## src/rtl/isrch_pkg.sv

```systemverilog
`timescale 1ns / 1ps
// ----------------------------------------------------------------------------
// isrch_pkg: shared constants and types for the interpolation search core
// Widths of the table, keys and the divider handshake.
// ----------------------------------------------------------------------------
package isrch_pkg;
	localparam int TableDepth = 1024;
	localparam int AddrW      = 10;
	localparam int CountW     = 11;
	localparam int ValueW     = 32;
	localparam int QuotW      = 10;
	localparam logic OpWrite  = 1'b0;
	localparam logic OpSearch = 1'b1;

	typedef struct packed {
		logic              start;
		logic [ValueW-1:0] d;
		logic [QuotW-1:0]  n;
		logic [ValueW-1:0] den;
	} div_req_t;

	typedef struct packed {
		logic             done;
		logic [QuotW-1:0] q;
	} div_rsp_t;
endpackage

```

## src/rtl/isrch_div.sv

```systemverilog
`timescale 1ns / 1ps
// ----------------------------------------------------------------------------
// isrch_div: bit-serial scaled quotient
// floor(d * n / den) for d <= den, one bit of n per cycle, remainder kept
// below den so that the result stays within n.
// ----------------------------------------------------------------------------
module isrch_div (
	input  logic                 clk,
	input  logic                 arst_n,
	input  isrch_pkg::div_req_t  req,
	output isrch_pkg::div_rsp_t  rsp
);
	localparam int W = isrch_pkg::ValueW;
	localparam int N = isrch_pkg::QuotW;

	logic [W-1:0] r_q, d_q, den_q;
	logic [N-1:0] n_q, q_q;
	logic [$clog2(N+1)-1:0] cnt_q;
	logic busy_q, done_q;

	logic [W:0]   dbl, r1, add1;
	logic [W-1:0] r_a;
	logic         b_a, b_b;
	logic [W-1:0] r_b;

	always_comb begin
		dbl = {r_q, 1'b0};
		b_a = dbl >= {1'b0, den_q};
		r1  = b_a ? dbl - {1'b0, den_q} : dbl;
		r_a = r1[W-1:0];
		add1 = {1'b0, r_a} + {1'b0, d_q};
		b_b = n_q[N-1] && (add1 >= {1'b0, den_q});
		if (!n_q[N-1])
			r_b = r_a;
		else if (b_b)
			r_b = W'(add1 - {1'b0, den_q});
		else
			r_b = add1[W-1:0];
	end

	always_ff @(posedge clk or negedge arst_n) begin
		if (!arst_n) begin
			busy_q <= 1'b0;
			done_q <= 1'b0;
			cnt_q  <= '0;
		end else begin
			done_q <= 1'b0;
			if (req.start) begin
				busy_q <= 1'b1;
				cnt_q  <= '0;
			end else if (busy_q) begin
				cnt_q <= cnt_q + 1'b1;
				if (cnt_q == ($clog2(N+1))'(N - 1)) begin
					busy_q <= 1'b0;
					done_q <= 1'b1;
				end
			end
		end
	end

	// the quotient never exceeds n, so N bits hold all of it
	always_ff @(posedge clk) begin
		if (req.start) begin
			r_q   <= '0;
			q_q   <= '0;
			d_q   <= req.d;
			n_q   <= req.n;
			den_q <= req.den;
		end else if (busy_q) begin
			r_q <= r_b;
			n_q <= {n_q[N-2:0], 1'b0};
			q_q <= {q_q[N-2:0], 1'b0} + N'(b_a) + N'(b_b);
		end
	end

	assign rsp.done = done_q;
	assign rsp.q    = q_q;
endmodule

```

## config.mk

```make
export PLATFORM = sky130hd
export DESIGN_NAME = isrch_div
export DESIGN_NICKNAME = d
export VERILOG_FILES = /design/src/rtl/isrch_pkg.sv /design/src/rtl/isrch_div.sv
export SDC_FILE = /design/constraint.sdc
export NUM_CORES = 1
export LEC_CHECK = 0
export BUFFER_PORTS_ARGS = -buffer_cell sky130_fd_sc_hd__clkbuf_2
export CORE_MARGIN = 4
export CORE_UTILIZATION = 45
export DETAILED_ROUTE_END_ITERATION = 8
export MAX_ROUTING_LAYER = met4
export SETUP_SLACK_MARGIN = 0.4
export SLEW_MARGIN = 20
export SYNTH_ARGS = -nofsm -noshare
export SYNTH_HDL_FRONTEND = slang
export SYNTH_SLANG_ARGS = --single-unit
```

## constraint.sdc

```tcl
create_clock -name clk -period 10.15 [get_ports clk]
set_input_delay 2.03 -clock clk [delete_from_list [all_inputs] [get_ports clk]]
set_output_delay 2.03 -clock clk [all_outputs]
set_load 0.01 [all_outputs]
```

* Yosys cells after proc, flatten, opt, wreduce, memory -nomap -nowiden
Cells that the tools add are included.
W data, S select, Z words.
** Storage, ports and cells
- Register bits after elaboration :: 122
- Output and inout port bits :: 11
- Input bits :: 77
** Cells by class
- Multiplexer cells :: 13
- Reductions and logical operators :: 2
- Magnitude comparators :: 2
- Equality and inequality tests :: 1
- Add/sub/neg operators :: 6
** Operator list (number)
- $mux W32 :: 3
- $ge A33 B32 Y1 :: 2
- $sub A32 B32 Y32 :: 2
- $add A32 B32 Y33 :: 1
- $add A10 B1 Y10 :: 2
- $mux W10 :: 2
- $mux W4 :: 2
- $mux W1 :: 6
- $add A4 B1 Y4 const B :: 1
- $eq A4 B4 Y1 const B :: 1
- $reduce_bool A2 Y1 :: 1
- $logic_and A1 B1 Y1 :: 1

* Depth between registers and ports, before layout
Gate-level depths: netlist (run 1).
- Depth in word-level cells :: 7
- Mapped depth :: 39
- Depth with buffers taken out :: 35

* Worst setup path after synthesis (run 1)
OpenSTA, ideal clock, no wires.
- Path kind :: reg2reg
- Start point :: reg den_q[1]
- End point :: reg q_q[8]
- Setup slack :: 2.576 ns
- Clock period less this slack :: 7.574 ns
- Stages on the path, launching flop included :: 36
- Buffers on the path :: 2
- Data required time :: 10.013 ns
- Arrival :: 7.437 ns
- Library setup time :: 0.137 ns
- Cells stage by stage :: edfxtp_1 > inv_1 > ha_1 > nor2b_1 > o31a_1 > o31a_1 > nor4b_1 > o21ai_0 > a21oi_2 > buf_2 > mux2_2 > ha_1 > a21o_1 > or3_1 > o21ba_2 > a311oi_2 > a21oi_1 > or3_4 > a21oi_4 > xnor2_1 > ha_1 > a21o_1 > a211oi_1 > o21ai_1 > a41o_1 > or4_1 > o21ai_1 > nand2_1 > clkbuf_1 > nand2_1 > inv_1 > ha_1 > ha_1 > nand4_1 > xor2_1 > a211oi_1
** On the way
- Word-level cells in the longest chain between the ends :: 6
- Elaborated cells between the ends (all ways) :: 8
** Ends and longest elaborated chain
- start, declared :: line isrch_div.sv:16 : logic [W-1:0] r_q, d_q, den_q;
- start signal, assigned :: line isrch_div.sv:68 : den_q <= req.den;
- $sub A32 B32 Y32 / $ge A33 B32 Y1 (equally long branches) :: line isrch_div.sv:29, isrch_div.sv:28
- $mux W32 :: line isrch_div.sv:29 : r1 = b_a ? dbl - {1'b0, den_q} : dbl;
- $add A32 B32 Y33 :: line isrch_div.sv:31 : add1 = {1'b0, r_a} + {1'b0, d_q};
- $ge A33 B32 Y1 :: line isrch_div.sv:32 : b_b = n_q[N-1] && (add1 >= {1'b0, den_q});
- $logic_and A1 B1 Y1 :: line isrch_div.sv:32
- $add A10 B1 Y10 * :: line isrch_div.sv:72 : q_q <= {q_q[N-2:0], 1'b0} + N'(b_a) + N'(b_b);
- end signal, assigned :: line isrch_div.sv:72
- end, declared :: line isrch_div.sv:17 : logic [N-1:0] n_q, q_q;
Mark *: on every way between the ends. The rest lies on a longest branch, timed or not.
A chain may end at the register's enable or synchronous reset.

* Final worst setup path (run 1)
- Start point :: reg den_q[1]
- End point :: reg r_q[31]
** On the way
- Word-level cells in the longest chain between the ends :: 7
- Elaborated cells between the ends (all ways) :: 9
** Ends and longest elaborated chain
- $sub A32 B32 Y32 / $ge A33 B32 Y1 (equally long branches) :: line isrch_div.sv:29, isrch_div.sv:28
- $mux W32 :: line isrch_div.sv:29
- $add A32 B32 Y33 :: line isrch_div.sv:31
- $ge A33 B32 Y1 :: line isrch_div.sv:32
- $logic_and A1 B1 Y1 :: line isrch_div.sv:32
- $mux W32 :: line isrch_div.sv:35 : else if (b_b)
- $mux W32 * :: line isrch_div.sv:33 : if (!n_q[N-1])
- end signal, assigned :: line isrch_div.sv:70 : r_q <= r_b;
- end, declared :: line isrch_div.sv:16
Marks and branches as above.

==> results of run 1 <==
per-layer routing:
| metal | track usage (%) | vias up |
|---|---|---|
| met2 | 34.57 | 233 |
| met1 | 30.59 | 3928 |
| li1 | - | 4284 |
| met4 | 7.702 | 0 |
| met5 | - | - |
| met3 | 3.767 | 44 |
cell usage after synthesis (14+ instances only):
cell / count
sky130_fd_sc_hd__mux2_2: 34
sky130_fd_sc_hd__a21oi_1: 92
sky130_fd_sc_hd__o21a_1: 16
sky130_fd_sc_hd__ha_1: 100
sky130_fd_sc_hd__a211oi_1: 19
sky130_fd_sc_hd__xor2_1: 34
sky130_fd_sc_hd__inv_1: 65
sky130_fd_sc_hd__o21ai_0: 46
sky130_fd_sc_hd__and3_1: 25
sky130_fd_sc_hd__mux2i_1: 20
sky130_fd_sc_hd__nand3_1: 25
sky130_fd_sc_hd__xnor2_1: 61
sky130_fd_sc_hd__edfxtp_1: 74
sky130_fd_sc_hd__nor2_1: 90
sky130_fd_sc_hd__nand2_1: 90
sky130_fd_sc_hd__clkbuf_1: 21
sky130_fd_sc_hd__a21o_1: 44
sky130_fd_sc_hd__o22ai_1: 14
sky130_fd_sc_hd__dfxtp_1: 42
cells by family after synthesis:
| kind of cell | count (synthesis) | share of synthesized area [%] |
|---|---|---|
| AOI/OAI and AO/OA | 334 | 22.22 |
| and+or+nand+nor | 303 | 14.41 |
| muxes | 55 | 5.940 |
| xor gates and xnor gates | 95 | 8.316 |
| buffers and inverters | 99 | 3.901 |
| DFF | 122 | 32.11 |
| adders and majority gates | 103 | 13.10 |
through the flow:
step | hold WS [ps] | cell area (um^2)
floorplan | 450.9 | 10010
global route | 499.1 | 11320
finish | 469.8 | 11320
CTS | 467.7 | 11320
global placement | 449.2 | 10700
detailed placement | 454.7 | 10700
cell type report:
cell class	instances	area [um^2]
Clock buffer	17	425.4
Clock inverter	15	198.9
Fill cell	2079	10500
Inverter	65	244.0
Multi-Input combinational cell	890	6410
Sequential cell	122	3213
Tap cell	280	350.3
Timing Repair Buffer	93	483.0
worst max-delay path, stage by stage (launching register included):
cell                        delay, ps
sky130_fd_sc_hd__edfxtp_1         320
sky130_fd_sc_hd__inv_1            100
sky130_fd_sc_hd__ha_1             310
sky130_fd_sc_hd__nor2b_1          170
sky130_fd_sc_hd__o31a_1           210
sky130_fd_sc_hd__o31a_1           280
sky130_fd_sc_hd__nor4b_1          350
sky130_fd_sc_hd__o21ai_0          260
sky130_fd_sc_hd__a21oi_4          320
sky130_fd_sc_hd__buf_4            480
sky130_fd_sc_hd__mux2_2           420
sky130_fd_sc_hd__ha_1             350
sky130_fd_sc_hd__nand2_1           70
sky130_fd_sc_hd__o31ai_1          650
sky130_fd_sc_hd__nand4_1          390
sky130_fd_sc_hd__o211ai_1         530
sky130_fd_sc_hd__nor2_1           150
sky130_fd_sc_hd__xnor2_1          250
sky130_fd_sc_hd__ha_1             310
sky130_fd_sc_hd__and3_1           230
sky130_fd_sc_hd__and4_1           250
sky130_fd_sc_hd__a41o_1           240
sky130_fd_sc_hd__or4_1            460
sky130_fd_sc_hd__o21ai_1          180
sky130_fd_sc_hd__and2_1           630
sky130_fd_sc_hd__nor2_1           100
sky130_fd_sc_hd__a2111oi_0        380
sky130_fd_sc_hd__nor4_1            80
worst max path at each step:
stage / startpoint / end / slack (ps)
finish: den_q[1] / r_q[31] / 1460
global route: den_q[1] / r_q[31] / 810
CTS: den_q[1] / r_q[31] / 1530
detailed placement: den_q[1] / r_q[31] / 1570
global placement: den_q[1] / r_q[31] / 1640
floorplan: den_q[1] / q_q[8] / 2580
registers in the layout, indices dropped and copies added (netlist names):
register / flops
cnt_q: 4
busy_q: 1
n_q: 10
d_q: 32
den_q: 32
r_q: 32
done_q: 1
q_q: 10
==> results list, run 1 <==
* Total of endpoints with negative setup slack in the final report: 0
* Drt first-iter violations: 623
- Relative to the synthesized area, the layout overhead comes to 13.18%.
* Worst setup timing slack at the placement stage: 1573 ps
- Clock Latency Late Sink: 430 ps
- Cells with a size suffix above 1 make up 14.73% of the layout.
- Headroom to the max-slew limit came out at around 30%.
- Fin cells: roughly 1500
- Number of global-route vias before repair: 7960
* Worst Setup Slack, final: between 1000 and 1500 ps
- Number of resized instances in the post-cts repair step: 0
* Maximum fanout count along the critical path: 46
* Setup Crit Path Kind: flop to flop
- Worst path arrival time: 8970 ps
- Mapped Avg Cell Area: 9.006 um^2
- After clock tree synthesis, the clock-pin slew on the worst setup and hold paths is 70 ps.
* Die Height: 157.1 um
- Status: finished, final reports clean
- The worst register-to-register path has a setup slack of 1460 ps.
* Sequential fraction of the synthesis area: 32.11%
- Total routed wirelength: 27.09 mm
* Number of iterations in the first detailed-routing pass: 5
- Initial Utilization: 45.85%
- Clock tree synthesis selected as its root buffer the cell sky130_fd_sc_hd__clkbuf_16.
- Sinks on the clock net: 122
- Remaining number of nets flagged by the antenna check after routing: 0
* Most frequently used flop master after synthesis: sky130_fd_sc_hd__edfxtp_1
- The floorplan step defined a die boundary enclosing approximately 0.025 mm^2.
- Total of warnings raised by yosys: 0
- In the final routed layout, each cell accounts on average for about 18 um.
* Post-synthesis cell type with the largest combined area: sky130_fd_sc_hd__edfxtp_1
* Leading cell types in the layout, fill and taps excluded: sky130_fd_sc_hd__ha_1, sky130_fd_sc_hd__a21oi_1, sky130_fd_sc_hd__nor2_1, sky130_fd_sc_hd__nand2_1, sky130_fd_sc_hd__clkbuf_2
* Remaining global-route overflow: 0
- Minimum period implied by the final worst setup slack: 8689 ps
- At the end of the flow the core is filled with cells to 51.89%.
- The synthesized netlist occupies a cell area of roughly 0.01 mm^2.
* Top Layer Used: met4
- After layout, the worst path uses 85.61% of the clock period.
* Input/output buffers: 87
- After synthesis, the share of flip-flops with an asynchronous set or reset is about 4.9%.
- Counting flops with a built-in enable in the synthesized netlist gives 74.
* Final Hold Violating Endpoints: 0
- The die is approximately 160 um wide.
- Derived from the worst setup path, the maximum achievable clock frequency is 115.1 MHz.
- Clock buffers created by TritonCTS: 17
- The congestion estimate from routability-driven global placement came to 0.9342.
- In the detailed route, the total length drawn on met2 is 12.13 mm.
- The worst setup path is launched from a flop.
* CTS tree: done
* Maximum clock insertion buffer count: 2
* Capturing element type of the critical path: flop
* Std cell rows: 54
- Synth top area cells: sky130_fd_sc_hd__edfxtp_1, sky130_fd_sc_hd__ha_1, sky130_fd_sc_hd__dfxtp_1
* Synth cell types: 73
- Synthesis produced a netlist whose cell count is 1111.
- Routed vias/inst: 5.728
* IO Count: a little under 90
- All-layer global routing usage: approximately 23%
- In the detailed route, the total length drawn on met3 is 1.332 mm.
- Detailed-routing wirelength on met1: 12.87 mm
* Number of register bits inferred by synthesis: 122
* Hold worst-path end: q_q[9]
- Half-perimeter wire length of the detailed placement result: 20.65 mm
- Data required time at the worst endpoint: 10430 ps
- The region available for standard cell placement spans around 0.022 mm^2.
* DRC violations left: 0
- In this run the critical register-to-register path is launched from den_q[1].
* Pin count of the biggest net entering global routing: 55
* Number of instances on the worst hold path: 2
* Accumulated negative setup slack: 0 ps
- The number of antenna violations at the first check in global routing was 0.
* Most common library cell in the layout ignoring fill and taps: sky130_fd_sc_hd__ha_1
- Fraction of post-synthesis cell area in the top cell type by area: 22.21%
* Worst reg2reg path endpoint: r_q[31]
* Syn nets: 1291
- Once the clock tree was built, the setup fixing pass inserted 0 buffers.
* Number of inserted diodes: 0
- Worst-margin pin slew: around 1000 ps
- The clock arrives with between 10 and 15 ps of skew.
* Number of instances in the placed design: 1450
- Total number of H-tree levels: 4
- Count of final max-slew check failures: 0
- Buffers inserted to repair hold after CTS numbered 0.
* Maxcap violations: 0
- Path depth of the worst reg2reg path: 27
- In this run the most critical hold path is launched from q_q[9].
- Global-route wire length before repair: 42.52 mm
* Total number of vias: 8489
- In the final design database the tool counted 1369 nets.
* Worst min path class: flop to flop
- RSZ-0062 raised after global routing: false
Power of run 1 is not shown: default switching activity piles up to over one toggle a cycle in this logic, so the estimate is an artifact.
==> inputs of run 2 (changes only) <==
Settings changed: PLACE_DENSITY set to 0.65.
==> run 2 against run 1 <==
Hold slack got worse by 6.7 ps. Cell area fell by 0.51%. Critical path depth rose by 7. Die area did not move. Clock skew barely moved. Core utilization fell by 0.26 points. Register-to-register slack got worse by 180 ps. Largest cell class unchanged.
==> results list, run 2 (same netlist as run 1, synthesis figures left out) <==
- Status: finished, final reports clean
- In the final layout, the share of cells above drive strength 1 is between 10% and 20%.
- Total number of H-tree levels: 4
- Accumulated negative setup slack: 0 ps
- Input/output buffers: 87
- After routing the design area is approximately 0.011 mm^2.
- DRC violations left: 0
* Worst min path class: flop to flop
- Drt first-iter violations: a little over 700
- Filler cell count: 2076
- STA puts the critical path data required time at roughly 10000 ps.
- Capturing element type of the critical path: flop
- The top cell types in the final layout, fill and taps aside, are sky130_fd_sc_hd__ha_1, sky130_fd_sc_hd__a21oi_1, sky130_fd_sc_hd__nor2_1, sky130_fd_sc_hd__nand2_1, sky130_fd_sc_hd__clkbuf_2.
- Family with the most delay on the worst path: compound AO/OA/AOI/OAI gates
- Headroom to the max-slew limit came out at a little under a third.
- Post-route clock skew: 11.66 ps
- The total area inside the core boundary comes to approximately 0.022 mm^2.
- WP buf/inv: 3
* IO Count: 88
- The number of clock buffers added by TritonCTS is 17.
- Final Hold Violating Endpoints: 0
* Maximum fanout count along the critical path: 29
- The initial utilization of the core area, before any placement, comes to 45.85%.
- Maxcap violations: 0
- Along the worst hold path, the cell count comes to 2.
* Number of instances in the placed design: about 1500
- Routability-driven placement finished with a final weighted congestion of 0.9223.
- All-layer global routing usage: ~22%
* Number of iterations in the first detailed-routing pass: 6
* Maximum operating frequency: 112.7 MHz
* Reg clk slew, reported paths: approximately 50 ps
- For the worst setup path, the data arrival time is around 9000 ps.
- TritonCTS built the clock tree.
* Worst-margin pin slew: 1023 ps
- In this run the register-to-register setup slack is around 1300 ps.
* Smallest hold slack: around 460 ps
* Count of final max-slew check failures: 0
- Clock Latency Late Sink: between 400 and 500 ps
- Routed vias/inst: 5.754
- Pin count of the biggest net entering global routing: between 70 and 80
- Die outline width: ~160 um
- Die ar.: about 0.025 mm^2
- Remaining global-route overflow: 0
- Row generation in the floorplan step produced 54 rows.
* Total number of vias: 8527
* Regs by FF count: d_q: 32 flops, den_q: 32 flops, r_q: 32 flops
* Number of resized instances in the post-cts repair step: 0
- In this run the deepest clock path goes through 2 buffers.
- The largest single stage delay on the critical path is 650 ps.
- Crit. path cell count: 34
* Total routed wirelength: 26.62 mm
* Number of inserted diodes: 0
- The clock net in this run drives a total of 122 sinks.
- Buffers added to address setup during post-CTS repair amount to 0.
- RSZ-0062 raised after global routing: false
- Hold repair after CTS inserted 0 buffers.
- Minimum period implied by the final worst setup slack: 8872 ps
- The library cell used most frequently in the layout, excluding fill and tap cells, is sky130_fd_sc_hd__ha_1.
- The critical path is of the flop to flop type.
* Average detailed-routed wire length per instance: 17.96 um
- The most numerous cell type found on the critical path is sky130_fd_sc_hd__ha_1.
* Number of nets in the final layout: 1369
* Fin cells: 1482
- Path depth of the worst reg2reg path: 34
* Final cycle utilization of the critical path: 87.41%
- The largest individual stage delay along the critical path comes from the cell sky130_fd_sc_hd__a21oi_4.
- Remaining number of nets flagged by the antenna check after routing: 0
* Global-route wire length before repair: approximately 42 mm
* Root Driver: sky130_fd_sc_hd__clkbuf_16
* Antenna violations before repair: 0
* Die Height: 157.1 um
* Number of global-route vias before repair: 8030
- Placed cell area: 0.01070 mm^2
- Setup violations remaining at the end of the flow were counted as 0.
- Compared with the post-synthesis result, the final layout area differs by 12.61%.
- Startpoint Class: flop
- After legalization and detailed placement, the total HPWL measured about 20 mm.
==> run 2: cell count changes in the layout (fill, tap and decap cells not counted) <==
cell / change
sky130_fd_sc_hd__bufinv_16: -2
sky130_fd_sc_hd__clkbuf_1: +4
sky130_fd_sc_hd__clkbuf_8: +2
sky130_fd_sc_hd__clkinv_1: -1
sky130_fd_sc_hd__clkinv_2: +3
sky130_fd_sc_hd__clkinv_4: -3
sky130_fd_sc_hd__clkinvlp_4: -1
sky130_fd_sc_hd__inv_6: -2
==> run 2: routing by layer <==
metal | wire [um] | GRT usage [%]
met3 | 1584 | 3.932
met2 | 12420 | 35.57
met4 | 440 | 5.326
met5 | 0 | -
met1 | 12180 | 29.17
==> run 2: tightest hold or removal path, stage by stage, from the launching register on <==
cell,delay (ps)
sky130_fd_sc_hd__dfxtp_1,330
sky130_fd_sc_hd__nand2_1,50
sky130_fd_sc_hd__o21ai_0,50
==> run 2: metrics by stage <==
| step | util [%] | setup WS, ps |
|---|---|---|
| floorplan | - | 2576 |
| global placement | 49.03 | 1521 |
| detailed placement | 49.03 | 1362 |
| CTS | 51.63 | 1319 |
| global route | 51.63 | 693.1 |
| finish | 51.63 | 1278 |
==> run 2: final cells by class <==
cell class	count	area, um^2	share of cell area (%)
Sequential cell	122	3213	28.52
Timing Repair Buffer	93	483.0	4.286
Inverter	65	244.0	2.165
Clock buffer	23	467.9	4.153
Tap cell	280	350.3	3.109
Multi-Input combinational cell	890	6410	56.89
Clock inverter	9	98.84	0.8773
==> run 2: worst paths after layout <==
path                          start        to
max                        den_q[1]    q_q[6]
max in group asynchronous    arst_n  cnt_q[2]
max reg2reg                den_q[1]    q_q[6]
min in group asynchronous    arst_n  cnt_q[0]
min                          q_q[9]    q_q[9]
min reg2reg                  q_q[9]    q_q[9]
Power of run 2 is left out for the same reason.
